## src/rtl/name_hash_table_probe_top_macros.svh

```systemverilog
// Assertion macros of the name hash table, used by the probe sequencer.
// Expects signal clk in the scope of every use, and arst_n as well for NHTP_ASSERT.
`ifndef NAME_HASH_TABLE_PROBE_TOP_MACROS_SVH
`define NAME_HASH_TABLE_PROBE_TOP_MACROS_SVH

// Checked on every edge outside reset.
`define NHTP_ASSERT(lbl, prop, msg) \
	lbl: assert property (@(posedge clk) disable iff (!arst_n) (prop)) else $error(msg);

// Checked on every edge, reset included.
`define NHTP_ASSERT_ALWAYS(lbl, prop, msg) \
	lbl: assert property (@(posedge clk) (prop)) else $error(msg);

`endif

```

## src/rtl/nhtp_pkg.sv

```systemverilog
// Shared widths, defaults, status codes and control types of the name hash table.
// No dependencies.
`timescale 1ns / 1ps

package nhtp_pkg;

	localparam int unsigned TABLE_SIZE_DEF = 16;
	localparam int unsigned NAME_LEN_DEF   = 16;

	localparam int unsigned CHAR_W   = 7;
	localparam int unsigned CHAR_NUM = 2 ** CHAR_W;
	localparam int unsigned HANDLE_W = 16;
	localparam int unsigned STEP_W   = 4;
	localparam int unsigned STEP_NUM = 2 ** STEP_W;
	localparam int unsigned STATUS_W = 2;
	localparam int unsigned SLOT_W   = 4;
	localparam int unsigned CNT_W    = 7;
	localparam logic [CNT_W-1:0] CNT_MAX = '1;

	localparam logic [STEP_W-1:0] STEP_RESET = STEP_W'(1);

	typedef enum logic [STATUS_W-1:0] {
		ST_OK   = 2'd0,
		ST_MISS = 2'd1,
		ST_FULL = 2'd2
	} status_t;

	// Probe sequencer to character accumulator.
	typedef struct packed {
		logic take;
		logic clear;
	} acc_ctl_t;

endpackage

```

## src/rtl/nhtp_if.sv

```systemverilog
// Request and response channel interfaces of the name hash table.
// Depends on nhtp_pkg.
`timescale 1ns / 1ps

interface nhtp_req_if
	import nhtp_pkg::*;
();
	logic                valid;
	logic                ready;
	logic                mode;
	logic [CHAR_W-1:0]   character;
	logic                last;
	logic [HANDLE_W-1:0] handle;

	modport source (output valid, output mode, output character, output last,
		output handle, input ready);
	modport sink (input valid, input mode, input character, input last,
		input handle, output ready);
endinterface

interface nhtp_rsp_if
	import nhtp_pkg::*;
();
	logic                valid;
	logic                ready;
	logic [STATUS_W-1:0] status;
	logic [SLOT_W-1:0]   slot;
	logic [HANDLE_W-1:0] found_handle;

	modport source (output valid, output status, output slot, output found_handle,
		input ready);
	modport sink (input valid, input status, input slot, input found_handle,
		output ready);
endinterface

```

## src/rtl/nhtp_accum.sv

```systemverilog
// Character accumulator: running hash, character count and key buffer.
// Depends on nhtp_pkg.
`timescale 1ns / 1ps

module nhtp_accum
	import nhtp_pkg::*;
#(
	parameter int unsigned TABLE_SIZE = TABLE_SIZE_DEF,
	parameter int unsigned NAME_LEN   = NAME_LEN_DEF,
	localparam int unsigned HASH_W    = $clog2(TABLE_SIZE),
	localparam int unsigned IDX_W     = (NAME_LEN > 1) ? $clog2(NAME_LEN) : 1
) (
	input  logic                         clk,
	input  logic                         arst_n,
	input  acc_ctl_t                     ctl,
	input  logic [CHAR_W-1:0]            character,
	output logic [HASH_W-1:0]            hash_next,
	output logic [NAME_LEN*CHAR_W-1:0]   key
);

	typedef logic [HASH_W-1:0] mod_tbl_t [0:CHAR_NUM-1];

	function automatic mod_tbl_t build_char_mod();
		mod_tbl_t t;
		for (int i = 0; i < CHAR_NUM; i++) t[i] = HASH_W'(i % TABLE_SIZE);
		return t;
	endfunction

	localparam mod_tbl_t CHAR_MOD = build_char_mod();

	logic [HASH_W-1:0] hash_q;
	logic [CNT_W-1:0]  cnt_q;
	logic [CHAR_W-1:0] key_buf_q [NAME_LEN];
	logic [HASH_W:0]   sum;
	logic              has_char;

	assign has_char = (character != '0);

	always_comb begin
		sum = {1'b0, hash_q} + {1'b0, CHAR_MOD[character]};
		if (!has_char) begin
			hash_next = hash_q;
		end else if (sum >= (HASH_W+1)'(TABLE_SIZE)) begin
			hash_next = HASH_W'(sum - (HASH_W+1)'(TABLE_SIZE));
		end else begin
			hash_next = sum[HASH_W-1:0];
		end
	end

	always_ff @(posedge clk or negedge arst_n) begin
		if (!arst_n) begin
			hash_q <= '0;
			cnt_q  <= '0;
			for (int i = 0; i < NAME_LEN; i++) key_buf_q[i] <= '0;
		end else if (ctl.clear) begin
			hash_q <= '0;
			cnt_q  <= '0;
			for (int i = 0; i < NAME_LEN; i++) key_buf_q[i] <= '0;
		end else if (ctl.take && has_char) begin
			hash_q <= hash_next;
			// keep only the first characters; the count saturates
			if (cnt_q < CNT_W'(NAME_LEN)) key_buf_q[cnt_q[IDX_W-1:0]] <= character;
			if (cnt_q != CNT_MAX) cnt_q <= cnt_q + CNT_W'(1);
		end
	end

	for (genvar g = 0; g < NAME_LEN; g++) begin : g_key
		assign key[g*CHAR_W +: CHAR_W] = key_buf_q[g];
	end

endmodule

```

## src/rtl/nhtp_table.sv

```systemverilog
// Slot memories: handle memory with clearing pass after reset, and key memory.
// Depends on nhtp_pkg.
`timescale 1ns / 1ps

module nhtp_table
	import nhtp_pkg::*;
#(
	parameter int unsigned TABLE_SIZE = TABLE_SIZE_DEF,
	parameter int unsigned NAME_LEN   = NAME_LEN_DEF,
	localparam int unsigned HASH_W    = $clog2(TABLE_SIZE),
	localparam int unsigned KEY_W     = NAME_LEN * CHAR_W
) (
	input  logic                clk,
	input  logic                arst_n,
	input  logic [HASH_W-1:0]   rd_addr,
	input  logic                wr_en,
	input  logic [HASH_W-1:0]   wr_addr,
	input  logic [HANDLE_W-1:0] wr_handle,
	input  logic [KEY_W-1:0]    wr_key,
	output logic [HANDLE_W-1:0] rd_handle,
	output logic [KEY_W-1:0]    rd_key,
	output logic                busy
);

	localparam logic [HASH_W-1:0] CLR_LAST = HASH_W'(TABLE_SIZE - 1);

	logic [HANDLE_W-1:0] handle_mem [TABLE_SIZE];
	logic [KEY_W-1:0]    key_mem [TABLE_SIZE];
	logic                clearing_q;
	logic [HASH_W-1:0]   clr_q;

	always_ff @(posedge clk or negedge arst_n) begin
		if (!arst_n) begin
			clearing_q <= 1'b1;
			clr_q      <= '0;
		end else if (clearing_q) begin
			clr_q <= clr_q + HASH_W'(1);
			if (clr_q == CLR_LAST) clearing_q <= 1'b0;
		end
	end

	always_ff @(posedge clk) begin
		if (clearing_q) begin
			handle_mem[clr_q] <= '0;
		end else if (wr_en) begin
			handle_mem[wr_addr] <= wr_handle;
		end
		rd_handle <= handle_mem[rd_addr];
	end

	always_ff @(posedge clk) begin
		if (wr_en && !clearing_q) key_mem[wr_addr] <= wr_key;
		rd_key <= key_mem[rd_addr];
	end

	assign busy = clearing_q;

endmodule

```

## src/rtl/nhtp_probe.sv

```systemverilog
// Probe sequencer: request handshake, slot probing and the result register.
// Depends on nhtp_pkg, nhtp_if and the assertion macros header.
`timescale 1ns / 1ps
`include "name_hash_table_probe_top_macros.svh"

module nhtp_probe
	import nhtp_pkg::*;
#(
	parameter int unsigned TABLE_SIZE = TABLE_SIZE_DEF,
	parameter int unsigned NAME_LEN   = NAME_LEN_DEF,
	localparam int unsigned HASH_W    = $clog2(TABLE_SIZE),
	localparam int unsigned KEY_W     = NAME_LEN * CHAR_W
) (
	input  logic                clk,
	input  logic                arst_n,
	nhtp_req_if.sink            req,
	nhtp_rsp_if.source          rsp,
	input  logic [STEP_W-1:0]   step,
	input  logic [HASH_W-1:0]   hash_next,
	input  logic [KEY_W-1:0]    key,
	output acc_ctl_t            acc_ctl,
	input  logic                busy,
	output logic [HASH_W-1:0]   rd_addr,
	output logic                wr_en,
	output logic [HASH_W-1:0]   wr_addr,
	output logic [HANDLE_W-1:0] wr_handle,
	input  logic [HANDLE_W-1:0] rd_handle,
	input  logic [KEY_W-1:0]    rd_key
);

	typedef logic [HASH_W-1:0] step_tbl_t [0:STEP_NUM-1];

	function automatic step_tbl_t build_step_mod();
		step_tbl_t t;
		for (int i = 0; i < STEP_NUM; i++) t[i] = HASH_W'(i % TABLE_SIZE);
		return t;
	endfunction

	localparam step_tbl_t STEP_MOD = build_step_mod();
	localparam logic [HASH_W-1:0] PROBE_LAST = HASH_W'(TABLE_SIZE - 1);

	typedef enum logic [1:0] {
		S_IDLE,
		S_READ,
		S_CHECK
	} state_t;

	state_t              state_q;
	logic [HASH_W-1:0]   slot_q;
	logic [HASH_W-1:0]   n_q;
	logic                mode_q;
	logic [HANDLE_W-1:0] handle_q;
	logic                out_valid_q;
	status_t             status_q;
	logic [SLOT_W-1:0]   slot_out_q;
	logic [HANDLE_W-1:0] found_q;

	logic              accept;
	logic              empty;
	logic              match;
	logic              finish;
	logic              out_free;
	logic              retire;
	logic [HASH_W:0]   step_sum;
	logic [HASH_W-1:0] slot_next;

	assign req.ready = (state_q == S_IDLE) && !busy;
	assign accept    = req.valid && req.ready;

	assign empty    = (rd_handle == '0);
	assign match    = !mode_q && (rd_key == key);
	assign finish   = empty || match || (n_q == PROBE_LAST);
	assign out_free = !out_valid_q || rsp.ready;
	assign retire   = (state_q == S_CHECK) && finish && out_free;

	always_comb begin
		step_sum = {1'b0, slot_q} + {1'b0, STEP_MOD[step]};
		if (step_sum >= (HASH_W+1)'(TABLE_SIZE)) begin
			slot_next = HASH_W'(step_sum - (HASH_W+1)'(TABLE_SIZE));
		end else begin
			slot_next = step_sum[HASH_W-1:0];
		end
	end

	assign acc_ctl.take  = accept;
	assign acc_ctl.clear = retire;

	assign rd_addr   = slot_q;
	assign wr_addr   = slot_q;
	assign wr_handle = handle_q;
	assign wr_en     = retire && empty && mode_q;

	always_ff @(posedge clk or negedge arst_n) begin
		if (!arst_n) begin
			state_q     <= S_IDLE;
			out_valid_q <= 1'b0;
			slot_q      <= '0;
			n_q         <= '0;
			mode_q      <= 1'b0;
			handle_q    <= '0;
			status_q    <= ST_OK;
			slot_out_q  <= '0;
			found_q     <= '0;
		end else begin
			if (retire) begin
				out_valid_q <= 1'b1;
			end else if (rsp.ready) begin
				out_valid_q <= 1'b0;
			end
			unique case (state_q)
				S_IDLE: begin
					if (accept && req.last) begin
						slot_q   <= hash_next;
						n_q      <= '0;
						mode_q   <= req.mode;
						handle_q <= req.handle;
						state_q  <= S_READ;
					end
				end
				S_READ: begin
					state_q <= S_CHECK;
				end
				S_CHECK: begin
					if (retire) begin
						state_q     <= S_IDLE;
						priority if (empty && mode_q) begin
							status_q   <= ST_OK;
							slot_out_q <= SLOT_W'(slot_q);
							found_q    <= '0;
						end else if (match && !empty) begin
							status_q   <= ST_OK;
							slot_out_q <= SLOT_W'(slot_q);
							found_q    <= rd_handle;
						end else begin
							status_q   <= mode_q ? ST_FULL : ST_MISS;
							slot_out_q <= '0;
							found_q    <= '0;
						end
					end else if (!finish) begin
						// collision: advance to the next slot
						slot_q  <= slot_next;
						n_q     <= n_q + HASH_W'(1);
						state_q <= S_READ;
					end
				end
				default: state_q <= S_IDLE;
			endcase
		end
	end

	assign rsp.valid        = out_valid_q;
	assign rsp.status       = status_q;
	assign rsp.slot         = slot_out_q;
	assign rsp.found_handle = found_q;

	`NHTP_ASSERT(a_last_starts_probe, (req.valid && req.ready && req.last) |=> (state_q == S_READ), "final beat did not start a probe")
	`NHTP_ASSERT(a_result_from_check, (out_valid_q && !$past(out_valid_q)) |-> $past(state_q == S_CHECK), "result loaded outside the compare step")
	`NHTP_ASSERT(a_write_empty_slot, wr_en |-> (rd_handle == '0 && mode_q && !busy), "table write to an occupied slot")
	`NHTP_ASSERT_ALWAYS(a_no_accept_in_probe, (state_q != S_IDLE) |-> !req.ready, "beat accepted during a probe")

endmodule

```

## src/rtl/name_hash_table_probe_top.sv

```systemverilog
// Top level of the name hash table: configuration register, accumulator,
// slot memories and probe sequencer. Depends on nhtp_pkg, nhtp_if and all nhtp modules.
`timescale 1ns / 1ps

// A name enters one character per beat; a non-final beat leaves the channel open.
// The final beat starts a probe of the slot memories from the hash slot, and the
// request channel stays closed while 1 to TABLE_SIZE slots are visited: each probe
// is one registered read of the handle and key memories followed by one compare.
// The channel stays closed longer while the previous result still waits in the
// output register, since a probe retires only once that register is free.
// Characters of the next name can stream in while a result waits to be taken.
// After reset the handle memory is cleared one slot per cycle; the request channel
// opens once every slot is cleared, and configuration writes are taken throughout.
module name_hash_table_probe_top
	import nhtp_pkg::*;
#(
	parameter int unsigned TABLE_SIZE = TABLE_SIZE_DEF,
	parameter int unsigned NAME_LEN   = NAME_LEN_DEF
) (
	input  logic        clk,
	input  logic        arst_n,
	nhtp_req_if.sink    req,
	nhtp_rsp_if.source  rsp,
	input  logic        psel,
	input  logic        penable,
	input  logic        pwrite,
	input  logic [2:0]  paddr,
	input  logic [31:0] pwdata,
	output logic [31:0] prdata,
	output logic        pready
);

	localparam int unsigned HASH_W = $clog2(TABLE_SIZE);
	localparam int unsigned KEY_W  = NAME_LEN * CHAR_W;
	localparam logic REG_PROBE_STEP = 1'b0;

	logic [STEP_W-1:0]   step_q;
	acc_ctl_t            acc_ctl;
	logic [HASH_W-1:0]   hash_next;
	logic [KEY_W-1:0]    key;
	logic                busy;
	logic [HASH_W-1:0]   rd_addr;
	logic                wr_en;
	logic [HASH_W-1:0]   wr_addr;
	logic [HANDLE_W-1:0] wr_handle;
	logic [HANDLE_W-1:0] rd_handle;
	logic [KEY_W-1:0]    rd_key;

	assign pready = 1'b1;

	always_ff @(posedge clk or negedge arst_n) begin
		if (!arst_n) begin
			step_q <= STEP_RESET;
		end else if (psel && penable && pwrite && pready && paddr[2] == REG_PROBE_STEP) begin
			step_q <= pwdata[STEP_W-1:0];
		end
	end

	assign prdata = (paddr[2] == REG_PROBE_STEP) ? {{(32-STEP_W){1'b0}}, step_q} : '0;

	nhtp_accum #(
		.TABLE_SIZE(TABLE_SIZE),
		.NAME_LEN  (NAME_LEN)
	) u_accum (
		.clk      (clk),
		.arst_n   (arst_n),
		.ctl      (acc_ctl),
		.character(req.character),
		.hash_next(hash_next),
		.key      (key)
	);

	nhtp_table #(
		.TABLE_SIZE(TABLE_SIZE),
		.NAME_LEN  (NAME_LEN)
	) u_table (
		.clk      (clk),
		.arst_n   (arst_n),
		.rd_addr  (rd_addr),
		.wr_en    (wr_en),
		.wr_addr  (wr_addr),
		.wr_handle(wr_handle),
		.wr_key   (key),
		.rd_handle(rd_handle),
		.rd_key   (rd_key),
		.busy     (busy)
	);

	nhtp_probe #(
		.TABLE_SIZE(TABLE_SIZE),
		.NAME_LEN  (NAME_LEN)
	) u_probe (
		.clk      (clk),
		.arst_n   (arst_n),
		.req      (req),
		.rsp      (rsp),
		.step     (step_q),
		.hash_next(hash_next),
		.key      (key),
		.acc_ctl  (acc_ctl),
		.busy     (busy),
		.rd_addr  (rd_addr),
		.wr_en    (wr_en),
		.wr_addr  (wr_addr),
		.wr_handle(wr_handle),
		.rd_handle(rd_handle),
		.rd_key   (rd_key)
	);

endmodule

```

## src/flat_wrapper.sv

```systemverilog
// flat-port wrapper written by rule: the top's interface ports become plain ports
module name_hash_table_probe_top_flat import nhtp_pkg::*;
#(
	parameter int unsigned TABLE_SIZE = TABLE_SIZE_DEF,
	parameter int unsigned NAME_LEN   = NAME_LEN_DEF
)
  (clk, arst_n, psel, penable, pwrite, paddr, pwdata, prdata, pready, req_valid, req_mode, req_character, req_last, req_handle, req_ready, rsp_valid, rsp_status, rsp_slot, rsp_found_handle, rsp_ready);
  nhtp_req_if req_i ();
  nhtp_rsp_if rsp_i ();
  input  logic clk;
  input  logic arst_n;
  input  logic psel;
  input  logic penable;
  input  logic pwrite;
  input  logic [2:0] paddr;
  input  logic [31:0] pwdata;
  output logic [31:0] prdata;
  output logic pready;
  input wire logic [$bits(req_i.valid)-1:0] req_valid;
  input wire logic [$bits(req_i.mode)-1:0] req_mode;
  input wire logic [$bits(req_i.character)-1:0] req_character;
  input wire logic [$bits(req_i.last)-1:0] req_last;
  input wire logic [$bits(req_i.handle)-1:0] req_handle;
  output wire logic [$bits(req_i.ready)-1:0] req_ready;
  output wire logic [$bits(rsp_i.valid)-1:0] rsp_valid;
  output wire logic [$bits(rsp_i.status)-1:0] rsp_status;
  output wire logic [$bits(rsp_i.slot)-1:0] rsp_slot;
  output wire logic [$bits(rsp_i.found_handle)-1:0] rsp_found_handle;
  input wire logic [$bits(rsp_i.ready)-1:0] rsp_ready;
  assign req_i.valid = req_valid;
  assign req_i.mode = req_mode;
  assign req_i.character = req_character;
  assign req_i.last = req_last;
  assign req_i.handle = req_handle;
  assign req_ready = req_i.ready;
  assign rsp_valid = rsp_i.valid;
  assign rsp_status = rsp_i.status;
  assign rsp_slot = rsp_i.slot;
  assign rsp_found_handle = rsp_i.found_handle;
  assign rsp_i.ready = rsp_ready;
  name_hash_table_probe_top #(.TABLE_SIZE(TABLE_SIZE), .NAME_LEN(NAME_LEN)) u_core (.clk(clk), .arst_n(arst_n), .req(req_i), .rsp(rsp_i), .psel(psel), .penable(penable), .pwrite(pwrite), .paddr(paddr), .pwdata(pwdata), .prdata(prdata), .pready(pready));
endmodule
```

## config.mk

```make
export PLATFORM = sky130hd
export DESIGN_NAME = name_hash_table_probe_top_flat
export DESIGN_NICKNAME = d
export VERILOG_FILES = /design/src/rtl/nhtp_pkg.sv /design/src/rtl/nhtp_if.sv /design/src/rtl/nhtp_accum.sv /design/src/rtl/nhtp_table.sv /design/src/rtl/nhtp_probe.sv /design/src/rtl/name_hash_table_probe_top.sv /design/src/flat_wrapper.sv
export VERILOG_INCLUDE_DIRS = /design/src /design/src/rtl
export SDC_FILE = /design/constraint.sdc
export NUM_CORES = 2
export LEC_CHECK = 0
export BUFFER_PORTS_ARGS = -buffer_cell sky130_fd_sc_hd__buf_2
export CAP_MARGIN = 20
export CORE_MARGIN = 2
export CORE_UTILIZATION = 65
export CTS_CLUSTER_SIZE = 30
export DETAILED_ROUTE_END_ITERATION = 8
export PLACE_DENSITY_LB_ADDON = 0.05
export SLEW_MARGIN = 20
export SYNTH_ARGS = -nofsm -noshare
export SYNTH_HDL_FRONTEND = slang
export SYNTH_SLANG_ARGS = --single-unit
export TNS_END_PERCENT = 10
```

## constraint.sdc

```tcl
create_clock -name clk -period 16.5 [get_ports clk]
set_input_delay 1.65 -clock clk [delete_from_list [all_inputs] [get_ports clk]]
set_output_delay 1.65 -clock clk [all_outputs]
set_load 0.005 [all_outputs]
```

# Word level (Yosys, flattened, before mapping)
# Memories as Yosys holds them, arrays and structs flattened. A register that Yosys moved wholly into a read port is not among the register bits.
# Cells that the tools add are included.
dict set report classes {
  magnitude_cmp 7
  eq_ne 10
  n_reduce_logical 38
  add_sub_neg 7
  div_mod_pow 0
  shift 0
  n_mul 0
  n_mux 52
  bitwise_logic 4
}
# cell n
set ops {}
lappend ops {{$mux 112} 3}
lappend ops {{$bwmux 112} 1}
lappend ops {{$eq 112x112->1} 1}
lappend ops {{$mux 4} 19}
lappend ops {{$mux 16} 3}
lappend ops {{$demux 7 s4} 1}
lappend ops {{$mux 7} 4}
lappend ops {{$ge 5x5->1 const B} 4}
lappend ops {{$logic_and 1x1->1} 16}
lappend ops {{$logic_not 16->1} 1}
lappend ops {{$pmux 4 s2} 2}
lappend ops {{$reduce_or 16->1} 1}
lappend ops {{$mux 1} 12}
lappend ops {{$mux 2} 6}
lappend ops {{$add 4x4->5} 2}
lappend ops {{$not 4->5} 2}
lappend ops {{$reduce_and 2->1} 5}
lappend ops {{$reduce_bool 2->1} 5}
lappend ops {{$add 4x1->4 const B} 2}
lappend ops {{$eq 4x4->1 const B} 2}
lappend ops {{$ge 8x8->1 const B} 1}
lappend ops {{$not 7->8} 1}
lappend ops {{$sub 4x1->4 const B} 2}
lappend ops {{$add 7x1->7 const B} 1}
lappend ops {{15 further kinds} 21}
dict set report word_totals {
  register_bits 182
  mem_bits_ro 576
  word_cells 152
  output_inout_bits 57
  in_bits 67
  latch_bits 0
  mem_count 4
  ramBits 2048
}
# name depth word_bits read_ports rd_clocked_by_memory_dff wr line
set mem_list {}
lappend mem_list {u_core.u_table.key_mem 16 112 1 1 1 nhtp_table.sv:28} ;# logic [KEY_W-1:0] key_mem [TABLE_SIZE];
lappend mem_list {{(no name shown)} 128 4 1 0 0 nhtp_accum.sv:40} ;# sum = {1'b0, hash_q} + {1'b0, CHAR_MOD[character]};
lappend mem_list {u_core.u_table.handle_mem 16 16 1 1 1 nhtp_table.sv:27} ;# logic [HANDLE_W-1:0] handle_mem [TABLE_SIZE];
lappend mem_list {{(no name shown)} 16 4 1 0 0 nhtp_probe.sv:77} ;# step_sum = {1'b0, slot_q} + {1'b0, STEP_MOD[step]};

# Depth between registers and ports, before layout
dict set report logic_depth {
  depth_word 13
  ltp_mapped 10
  depth_no_buf 8
}

# Cells and area by module
# A second synthesis with hierarchy kept.
dict set report hier_totals {
  cells_unflattened 4171
  area_unflattened_um2 90250.3
}
# mod cells_each area_per_inst_um2 instances seq_area_each_um2
set modules_own_cells {}
lappend modules_own_cells {nhtp_table 3214 80199.4 1 64187.8}
lappend modules_own_cells {nhtp_accum 499 5800.6 1 3078.0}
lappend modules_own_cells {nhtp_probe 414 3819.9 1 1251.2}
lappend modules_own_cells {name_hash_table_probe_top 44 430.4 1 101.3}

# Least setup slack after synthesis
# OpenSTA, ideal clock, no wires.
dict set report synth_path {
  kind {input to register}
  start {input rsp_ready}
  end {memory u_core.u_table.handle_mem[3][0], enable pin}
  setup_ns 0.345
  setup_slack_ns 8.041
  t_arrival_ns 8.114
  cell_stages 6
  required_time_ns 16.155
  path_buffers 0
  path_cell_list {nand2b_1 nand2_1 nor3b_1 or3b_2 nor2_1 a31o_2}
}
dict set report synth_via {
  elab_chain_cells 9
  elab_cells_between_ends 10
  cone_classes {mux (5); reduce/logical (5)}
}
# element line
set synth_rtl {}
lappend synth_rtl {{start: declaration} flat_wrapper.sv:29} ;# input wire logic [$bits(rsp_i.ready)-1:0] rsp_ready;
lappend synth_rtl {{$logic_or 1x1->1 (*)} nhtp_probe.sv:73} ;# assign out_free = !out_valid_q || rsp.ready;
lappend synth_rtl {{$logic_and 1x1->1 (*)} nhtp_probe.sv:74} ;# assign retire = (state_q == S_CHECK) && finish && out_free;
lappend synth_rtl {{$logic_and 1x1->1 (*) (2 in a row)} nhtp_probe.sv:91} ;# assign wr_en = retire && empty && mode_q;
lappend synth_rtl {{$mux 1 (*)} nhtp_table.sv:45} ;# end else if (wr_en) begin
lappend synth_rtl {{$mux 1 (*)} nhtp_table.sv:43} ;# if (clearing_q) begin
lappend synth_rtl {{$mux 1 (not written as such) (*)} nhtp_table.sv:46} ;# handle_mem[wr_addr] <= wr_handle;
lappend synth_rtl {{$reduce_or 16->1 (no source line)} --}
lappend synth_rtl {{$mux 4 (no source line) or $mux 1 (tied branches)} --}
lappend synth_rtl {{end: declaration} nhtp_table.sv:27}
# Every way passes the cells marked *; elsewhere a longest branch is shown, timed or not.

==> results_dict.tcl <==
set metrics [dict create \
    placed_area_um2 91700 \
    netlist_area_um2 89200 \
    firstDrtPassIters 6 \
    regToRegSetupSlack_ns 11.01 \
    ys.flop_type "edfxtp_1" \
    post-route-util_pct 72.9 \
    final_cell_mix "edfxtp_1, mux4_2, clkbuf_16" \
    final_common_cell "edfxtp_1" \
    cts_tree "done" \
    gr-usage-all-layers_pct 29.1 \
    cp-startpoint "u_core.u_probe.rd_addr[0]" \
    finClkSkew_ns 0.0398 \
    core-area_um2 136000 \
    max_slew_margin_pct 21.3 \
    syn_inst 4087 \
    reg2reg_depth 6 \
    area_growth_pct 11.0 \
    synth-seq-area-share_pct 76.9 \
    r2r_end "u_core.u_table.rd_key[69]" \
    hold_class "reg -> reg" \
    crit_arrival_ns 6.17 \
    antenna_found_initial 6 \
    final_cells 6215 \
    clock_latency_ns 0.85 \
    num_io_pins 124 \
    die_w_um 374 \
    clock_path_buffers 3 \
    fin_crit_ns 5.49 \
    clock.fmax_mhz 182 \
    clock-root-buffer "clkbuf_16" \
    drive_gt1_share_pct 25.9 \
    p_per_area_nw_per_um2 165 \
    die_area_um2 140000 \
    fin_nets 4314 \
    crit_required_ns 17.18 \
    total_leakage_power_uw 0.0316 \
    ys_ff_latch 2358 \
    ff_latch_area_um2 68600 \
    dpl_worst_slack_ns 10.82 \
    htree_levels 4 \
    post_cts_buffers 0 \
    drt_iter0_markers 5347 \
    synth_edf_count 2048 \
    overflow 0 \
    cp-end-kind "flop" \
    grt_pass1_wl_um 291000 \
    cp-endpoint "u_core.u_table.rd_key[69]" \
    postCtsHoldBufs 0 \
    dp_cells 5794 \
    irDropWorstVdd_v 0.000220 \
    vias_per_cell 6.74 \
    cp-start-kind "flop" \
    synth_cell_type_count 63 \
    clk_pin_slew_worst_paths_ns 0.06 \
    routed_wl_um 199000 \
    syn_area_per_cell_um2 21.8 \
    timing.rr.start "u_core.u_probe.rd_addr[0]" \
    cts-resized-gates 0 \
    rows 135 \
    async_flop_share_pct 7.72 \
    multi_input_area_um2 19600 \
    post-route-period-util_pct 33.3 \
    tns_ns 0 \
    die_h_um 374 \
    slew_viol_final 0 \
    avgRoutedWirePerCell_um 32.0 \
    numClockSinks 2358 \
    drc 0 \
    nFillCells 7770 \
    drv_cap 0 \
    path_class "reg -> reg" \
    hold_depth 2 \
    tightest_slew_ns 1.18 \
    numPortBuffers 64 \
    grt_max_degree 151 \
    setup_viol 0 \
    grt_setup_unrepaired "no" \
    ant_nets 0 \
    cts_buffers 218 \
    critPathMaxFanout 107 \
    gp_congestion 0.747 \
    outcome "finished clean" \
    fin_area_um2 99000 \
    start_util_pct 65.7 \
    final.setup.worst_slack_ns 11.01 \
    grt_pass1_vias 42800 \
    dp_hpwl_um 90400 \
    yosysWarnings 0 \
    num_vias 41900 \
    hold_violations 0 \
]
[synth_stat cells, drive strengths merged (6+ instances only)]
cell type	number	area share, %
nor4	15	0.11
ha	12	0.17
nand2b	26	0.18
a21o	11	0.093
and2	18	0.13
clkbuf	134	0.57
dfrtp	180	5.1
nor3	9	0.11
mux2	7	0.088
edfxtp	2048	69
nor2	79	0.33
mux4	640	16
mux2i	49	0.55
nor2b	14	0.098
nand3	12	0.067
nand4	25	0.18
buf	101	0.65
o21ai	98	0.55
dfxtp	128	2.9
nand2	180	0.76
xnor2	86	0.84
inv	49	0.21
a21oi	96	0.54
xor2	10	0.098
o2111ai	6	0.059
[critical path, cell delays in order, from the launching register on]
cell and delay, ns:
dfrtp_4 0.97, buf_12 0.71, buf_12 0.65, buf_12 0.70
buf_4 0.81, mux4_2 0.60, mux4_2 0.53
[registers in the layout, summed over array words and instances, names as in the netlist]
register                         cells
u_core.u_probe.state_q               2
u_core.u_table.rd_handle            16
u_core.u_probe.wr_handle            16
u_core.u_table.handle_mem          256
u_core.u_table.clr_q                 4
u_core.u_probe.rsp.found_handle     16
u_core.u_table.busy                  1
u_core.u_probe.mode_q                1
u_core.u_accum.cnt_q                 7
u_core.u_probe.rsp.slot              4
u_core.u_probe.rd_addr               4
u_core.u_probe.rsp.status            2
u_core.step_q                        4
u_core.u_table.key_mem            1792
u_core.u_probe.n_q                   4
u_core.u_accum.hash_q                4
u_core.u_probe.rsp.valid             1
u_core.u_table.rd_key              112
u_core.u_accum.key                 112
[cell families after synthesis]
group / synth area share (%)
flops: 76.9
compound gates: 1.54
other cells: 0.00842
buf+inv: 1.42
simple gates: 2.12
mux: 16.8
xor+xnor: 0.943
fa+ha+maj: 0.213
[routing by layer]
metal | up-vias | wire, um | global-route usage, %
met5 | - | 11 | 0
met4 | 2 | 4360 | 7.34
met3 | 302 | 18600 | 4.82
met2 | 2194 | 97600 | 46.1
met1 | 22400 | 78400 | 43.5
li1 | 17000 | - | -
[power by group]
part / total, uW / switching [uW] / internal (uW) / leakage [uW]
clock: 5040 / 2140 / 2900 / 0.00353
sequential: 8040 / 752 / 7290 / 0.0215
combinational: 3220 / 1520 / 1700 / 0.00665
total: 16300 / 4410 / 11900 / 0.0316
[worst min-delay path by stage]
stage	endpoint	start
floorplan	u_core.u_probe.rsp.found_handle[14]	u_core.u_table.rd_handle[14]
global placement	u_core.u_probe.wr_handle[2]	u_core.u_probe.wr_handle[2]
detailed placement	u_core.u_probe.wr_handle[15]	u_core.u_probe.wr_handle[15]
CTS	u_core.u_probe.wr_handle[15]	u_core.u_probe.wr_handle[15]
global route	u_core.u_probe.wr_handle[11]	u_core.u_probe.wr_handle[11]
finish	u_core.u_probe.wr_handle[15]	u_core.u_probe.wr_handle[15]
[metrics by stage]
stage / total power (uW) / hold slack, ns
final: 16300 / 0.470
after detailed placement: 11400 / 0.454
after floorplan: 10400 / 0.433
after CTS: 16400 / 0.469
after global placement: 11300 / 0.452
after global routing: 16900 / 0.486
[area by class of cell]
class | instances | area share, %
flip-flops and latches | 2358 | 69.3
multi-input cells | 1472 | 19.8
clock buffers | 309 | 6.14
well taps | 1781 | 2.25
clock inverters | 107 | 1.17
repair buffers | 134 | 1.12
inverters | 49 | 0.193
diodes | 5 | 0.0126
No activity file was read; power rests on OpenSTA's default activity.
